File: config.mk
export PLATFORM = sky130hd
export DESIGN_NAME = ecc_history
export DESIGN_NICKNAME = d
export VERILOG_FILES = /design/src/sv/ecc_pkg.sv /design/src/sv/ecc_history.sv
export SDC_FILE = /design/constraint.sdc
export NUM_CORES = 1
export LEC_CHECK = 0
export ABC_AREA = 0
export BUFFER_PORTS_ARGS = -buffer_cell sky130_fd_sc_hd__buf_4
export CAP_MARGIN = 30
export CORE_MARGIN = 4
export CORE_UTILIZATION = 35
export CTS_CLUSTER_SIZE = 40
export DETAILED_ROUTE_END_ITERATION = 10
export GPL_TIMING_DRIVEN = 0
export HOLD_SLACK_MARGIN = 0.06
export PLACE_DENSITY = 0.48
export SETUP_SLACK_MARGIN = 0.02
export SYNTH_ARGS = -nofsm -noshare
export SYNTH_HDL_FRONTEND = slang
export SYNTH_SLANG_ARGS = --single-unit
File: constraint.sdc
create_clock -name i_clk -period 6.03 [get_ports i_clk]
set_input_delay 0.3015 -clock i_clk [delete_from_list [all_inputs] [get_ports i_clk]]
set_output_delay 0.3015 -clock i_clk [all_outputs]
set_load 0.005 [all_outputs]
File: src/sv/ecc_pkg.sv
// Shared types and constants of the event coincidence counter.
package ecc_pkg;

    localparam int MODE_W  = 2;
    localparam int EVENT_W = 16;
    localparam int IDX_W   = 4;
    localparam int OUT_W   = 32;
    localparam int DELTA_W = 4;

    localparam logic [MODE_W-1:0] MODE_SAMPLE = 2'd0;
    localparam logic [MODE_W-1:0] MODE_READ   = 2'd1;
    localparam logic [MODE_W-1:0] MODE_CLEAR  = 2'd2;

    localparam logic REG_DELTA = 1'b0;
    localparam logic REG_KIND  = 1'b1;

    typedef enum logic [1:0] {
        S_IDLE,
        S_READ,
        S_PEND
    } t_state;

    typedef struct packed {
        logic step;
        logic clear;
    } t_ctl;

    typedef struct packed {
        logic             valid;
        logic [IDX_W-1:0] row;
        logic [IDX_W-1:0] col;
    } t_rd_tag;

endpackage

File: src/sv/ecc_history.sv
// Event history, per-series event age and step count; forms the row and column masks.
module ecc_history import ecc_pkg::*; #(
    parameter int NUM_SERIES = 16,
    parameter int MAX_WINDOW = 15
) (
    input  logic                  i_clk,
    input  logic                  i_rst_n,
    input  t_ctl                  i_ctl,
    input  logic [NUM_SERIES-1:0] i_events,
    input  logic [DELTA_W-1:0]    i_delta,
    input  logic                  i_kind,
    output logic [NUM_SERIES-1:0] o_rmask,
    output logic [NUM_SERIES-1:0] o_cmask,
    output logic                  o_count_en
);

    localparam int W  = (MAX_WINDOW > 0) ? $clog2(MAX_WINDOW + 1) : 1;
    localparam int AW = $clog2(MAX_WINDOW + 2);
    localparam logic [AW-1:0] AGE_MAX = AW'(MAX_WINDOW + 1);

    logic [NUM_SERIES-1:0] r_hist [0:MAX_WINDOW];
    logic [NUM_SERIES-1:0] n_hist [0:MAX_WINDOW];
    logic [AW-1:0]         r_age  [NUM_SERIES];
    logic [AW-1:0]         n_age  [NUM_SERIES];
    logic [W-1:0]          r_steps, n_steps;

    logic [8:0]            delta_w, win_w;
    logic [W-1:0]          win;
    logic [NUM_SERIES-1:0] any;

    always_comb begin
        delta_w = 9'(i_delta);
        win_w   = (delta_w > 9'(MAX_WINDOW)) ? 9'(MAX_WINDOW) : delta_w;
        win     = win_w[W-1:0];

        n_hist[0] = i_events;
        for (int k = 1; k <= MAX_WINDOW; k++) begin
            n_hist[k] = r_hist[k-1];
        end
        for (int s = 0; s < NUM_SERIES; s++) begin
            if (i_events[s]) begin
                n_age[s] = '0;
            end else if (r_age[s] == AGE_MAX) begin
                n_age[s] = AGE_MAX;
            end else begin
                n_age[s] = r_age[s] + AW'(1);
            end
            any[s] = (n_age[s] <= AW'(win));
        end

        if (i_kind) begin
            o_rmask = any;
            o_cmask = i_events;
        end else begin
            o_rmask = n_hist[win];
            o_cmask = any;
        end
        o_count_en = i_ctl.step && (r_steps >= win);

        n_steps = (r_steps < W'(MAX_WINDOW)) ? r_steps + W'(1) : r_steps;
    end

    always_ff @(posedge i_clk) begin
        if (!i_rst_n || i_ctl.clear) begin
            for (int k = 0; k <= MAX_WINDOW; k++) begin
                r_hist[k] <= '0;
            end
            for (int s = 0; s < NUM_SERIES; s++) begin
                r_age[s] <= AGE_MAX;
            end
            r_steps <= '0;
        end else if (i_ctl.step) begin
            r_hist  <= n_hist;
            r_age   <= n_age;
            r_steps <= n_steps;
        end
    end

endmodule

==> results <==
- The flow ran to the end, and the final reports show no timing, DRC or antenna violations.
- Once the floorplan was initialized, standard cells occupied a little over a third of the core.
- The most used flip-flop cell after synthesis is sky130_fd_sc_hd__dfxtp_1.
- The quantity of hold-fixing buffers added after cts is 9.
- The post-route fraction of the period consumed by the critical path is between 60 and 70%.
- TritonCTS built the clock tree.
- By area the synthesized netlist is led by sky130_fd_sc_hd__dfxtp_1 38%, sky130_fd_sc_hd__mux2i_1 23%, sky130_fd_sc_hd__nor2_1 8.0%, sky130_fd_sc_hd__ha_1 7.4%, sky130_fd_sc_hd__xor2_1 1.6%.
- The path type of the worst min-delay path is in2reg.
- The clock-pin slew on the worst setup and hold paths is roughly 0.060 ns.
- Summing the areas of all xor and xnor instances in the mapped netlist gives roughly 2.5% of the synthesized area.
- The worst setup path is launched from an input pin.
- Summed over all nets, the half-perimeter wirelength after detailed placement is a little under 40000 µm.
- The clock arrives with a little over 0.02 ns of skew.
- The number of nets in the synthesized netlist is slightly below 2k.
- The post-route netlist has 11.0% of its cells at a drive strength greater than 1.
- In this run the core area contains 80 standard-cell rows.
- In this run the vertical extent of the chip is ~230 µm.
- The net count of the finished layout is approximately 2k.
- The largest family of logic cells by synthesized area is multiplexers.
- The final number of hold-violating endpoints is 0.
- The element type at the critical path end is an output pin.
- The path type of the worst setup path is in2out.
- The worst path in the final design needs a cycle of about 3.7 ns, including I/O delays and setup.
- The number of max-slew violations in the final report is 0.
- The complex-gate fraction of the synthesized area is a little under a tenth.
- The worst pin sits at a relative slew slack of approximately 34%.
- The maximum frequency from static timing analysis is approximately 0.27 GHz.
- The total overflow left after global routing is 0.
- In this run, placement finished with an instance count of approximately 2.5k.
- In the routed design, unresolved DRC markers number 0.
- The overall track demand over capacity in global routing is between 10% and 20%.
- Of the post-synthesis cell area, the part taken by muxes is approximately 25%.
- The fraction of the mapped netlist area in adder cells is 7.35%.
- The average vias per placed instance is ~5.
- Counting every instance in the synthesized netlist gives 1824.
- The post-route total power is 5.09 mW.
- The number of vias after detailed routing is approximately 13k.
- For this block, the initial DRC count from the detailed router was approximately 730.
- Timing analysis after detailed placement gives a worst setup slack of ~2.3 ns.
- For this run, asynchronously set or reset flops after synthesis account for 0%.
- The I/O pin count is 58.
- Leaving out filler cells and counting taps, the final layout contains ~2.6k.
- Relative to the synthesized area, the layout overhead comes to 15.7%.
- The total setup violations reported at the end of the flow is 0.
- Yosys mapped a number of flops with a built-in enable equal to 0.
- The critical path required time is around 5.7 ns.
- Of all cell types, the one taking the most synthesized area is sky130_fd_sc_hd__dfxtp_1.
- TritonCTS created 39 clock buffers.
- The number of global-route vias before repair was 13.1k.
- For the pin with the worst max-slew slack, the measured transition is approximately 1 ns.
- The number of detailed-route iterations in the first pass is 7.
- In this run the static leakage power is between 8 and 9 nW.
- The number of buffers on the longest clock path is 3.
- The tool flagged a number of max-cap violations equal to 0.
- The area of the die is about 53000 µm².
- The root buffer cell chosen for the clock tree is sky130_fd_sc_hd__clkbuf_16.
- The number of nets with antenna violations after routing is 0.
- During synthesis, Yosys emitted a total of 0 warnings.
- The number of buffers inserted to repair setup after CTS is 0.
- Setup repair after global routing left no endpoint under its margin.
- The power density normalized to cell area is about 260 nW/µm².
- The routability congestion estimate is ~0.80.
- The H-tree was split into 2 levels.
- The highest fanout seen on the critical path is 10.
- The register area share after synthesis is approximately 38%.
- The minimum setup slack in the final design is 2.28 ns.
- The routed design has ~53000 µm of wire.
- The post-synthesis cell area is about 17000 µm².
- After detailed routing, the average wire length per cell comes to between 20 and 25 µm.
- The global-route wire length before repair is ~80000 µm.
- The later-pin clock latency in the skew report is around 0.57 ns.
- At the worst endpoint, the arrival time is 3.45 ns.
- The maximum number of pins on one net before global-route repair is 19.
- The number of antenna violations at the first check in global routing is 2.
- After synthesis, the netlist uses 43 different library cells.
- During placement, the flow inserted port buffers numbering 56.
- VDD sags by at most approximately 0.00017 V.
- The width of the die is 230 µm.
- Across all hold checks on the routed design, the worst slack comes to 0.0888 ns.
- Each instance of the synthesized netlist takes up on average roughly 9.4 µm².
- The post-synthesis simple-gate area fraction is a little over an eighth.
- The portion of synthesized cell area occupied by the leading cell type is 37.7%.
- The placeable core area is ~48000 µm².
- Clock tree synthesis found a total of roughly 320 sinks.
- After routing, the total negative slack on setup checks comes to 0 ns.
- After synthesis the netlist holds a flip-flop and latch count of around 320.
- 0 antenna diodes ended up in the layout.
- The count of cells resized by post-cts repair is 0.
[routing by layer]
layer	part of all wire [%]	routed length [µm]	GRT usage, %	vias to the layer above
li1	-	-	-	6627
met1	48	25100	26.6	6374
met2	47	24700	32.9	211
met3	3.4	1770	3.29	68
met4	2.0	1040	5.02	4
met5	0.027	14	0	-
[state kept, by name, summed over array words and instances, names as in the netlist]
signal and cells:
n_hist 240, r_age 80, r_steps 4
[power breakdown]
group | switching, mW | internal, mW | total [mW]
Combinational | 0.329 | 0.194 | 0.523
Sequential | 0.00885 | 2.15 | 2.16
Clock | 0.958 | 1.45 | 2.41
Total | 1.30 | 3.80 | 5.09
[final timing paths]
| path | from | endpoint | slack (ns) | cells after the start |
|---|---|---|---|---|
| worst max-delay path | i_delta[3] | o_rmask[13] | 2.28 | 10 |
| worst min-delay path | i_events[1] | n_hist[225] | 0.09 | 3 |
| worst max register to register | r_age[55] | r_age[55] | 4.65 | 6 |
| worst min register to register | n_hist[0] | n_hist[0] | 0.50 | 2 |
[cells by family after synthesis]
group | count (synthesis)
AOI/OAI and AO/OA | 237
and+or+nand+nor | 532
adders and majority gates | 101
xor gates and xnor gates | 50
DFF | 324
buffers and inverters | 150
muxes | 430
[through the flow]
stage	util (%)	instance area (µm²)
detailed placement	38.4	18500
finish	41.3	19900
global route	41.3	19900
floorplan	-	17200
CTS	41.3	19900
global placement	38.3	18400
[critical path, stage by stage]
cell and delay (ns):
sky130_fd_sc_hd__buf_4 0.19, sky130_fd_sc_hd__clkbuf_1 0.66, sky130_fd_sc_hd__inv_1 0.54, sky130_fd_sc_hd__buf_8 0.30, sky130_fd_sc_hd__ha_1 0.33, sky130_fd_sc_hd__a21oi_1 0.12
sky130_fd_sc_hd__o21ai_0 0.09, sky130_fd_sc_hd__a21oi_1 0.41, sky130_fd_sc_hd__a221o_1 0.34, sky130_fd_sc_hd__buf_4 0.15
[cell usage after synthesis, drive strengths merged, types with 2 or more instances]
| cell type | instances |
|---|---|
| o31ai | 13 |
| and4 | 13 |
| buf | 52 |
| dfxtp | 324 |
| nor2b | 29 |
| nand4 | 3 |
| a21o | 2 |
| a2111oi | 13 |
| and2 | 21 |
| a211oi | 17 |
| nor2 | 365 |
| a31oi | 4 |
| ha | 101 |
| a31o | 16 |
| a221o | 3 |
| clkbuf | 59 |
| nand2b | 19 |
| nand3 | 35 |
| mux2i | 393 |
| a22oi | 28 |
| o21ai | 63 |
| mux2 | 37 |
| xnor2 | 18 |
| nand2 | 44 |
| inv | 39 |
| o22ai | 3 |
| xor2 | 32 |
| o211ai | 13 |
| a211o | 13 |
| a21oi | 48 |
[cells in the final DEF, fill, tap and decap left out, drive strengths merged, types with 29 or more instances in the layout]
cell type    n
clkbuf     120
mux2        37
nor2       365
dfxtp      324
nor2b       29
inv         40
nand2       44
a21oi       48
buf        111
nand3       35
xor2        32
mux2i      393
o21ai       63
ha         101
[area by class of cell]
cell class	count	area, µm²
fillers	4835	28300
clock buffers	61	1200
repair buffers	68	568
well taps	656	821
plain buffers	111	578
multi-input cells	1350	9980
flip-flops and latches	324	6490
clock inverters	10	115
inverters	39	146
No activity file was read; power rests on OpenSTA's default activity.
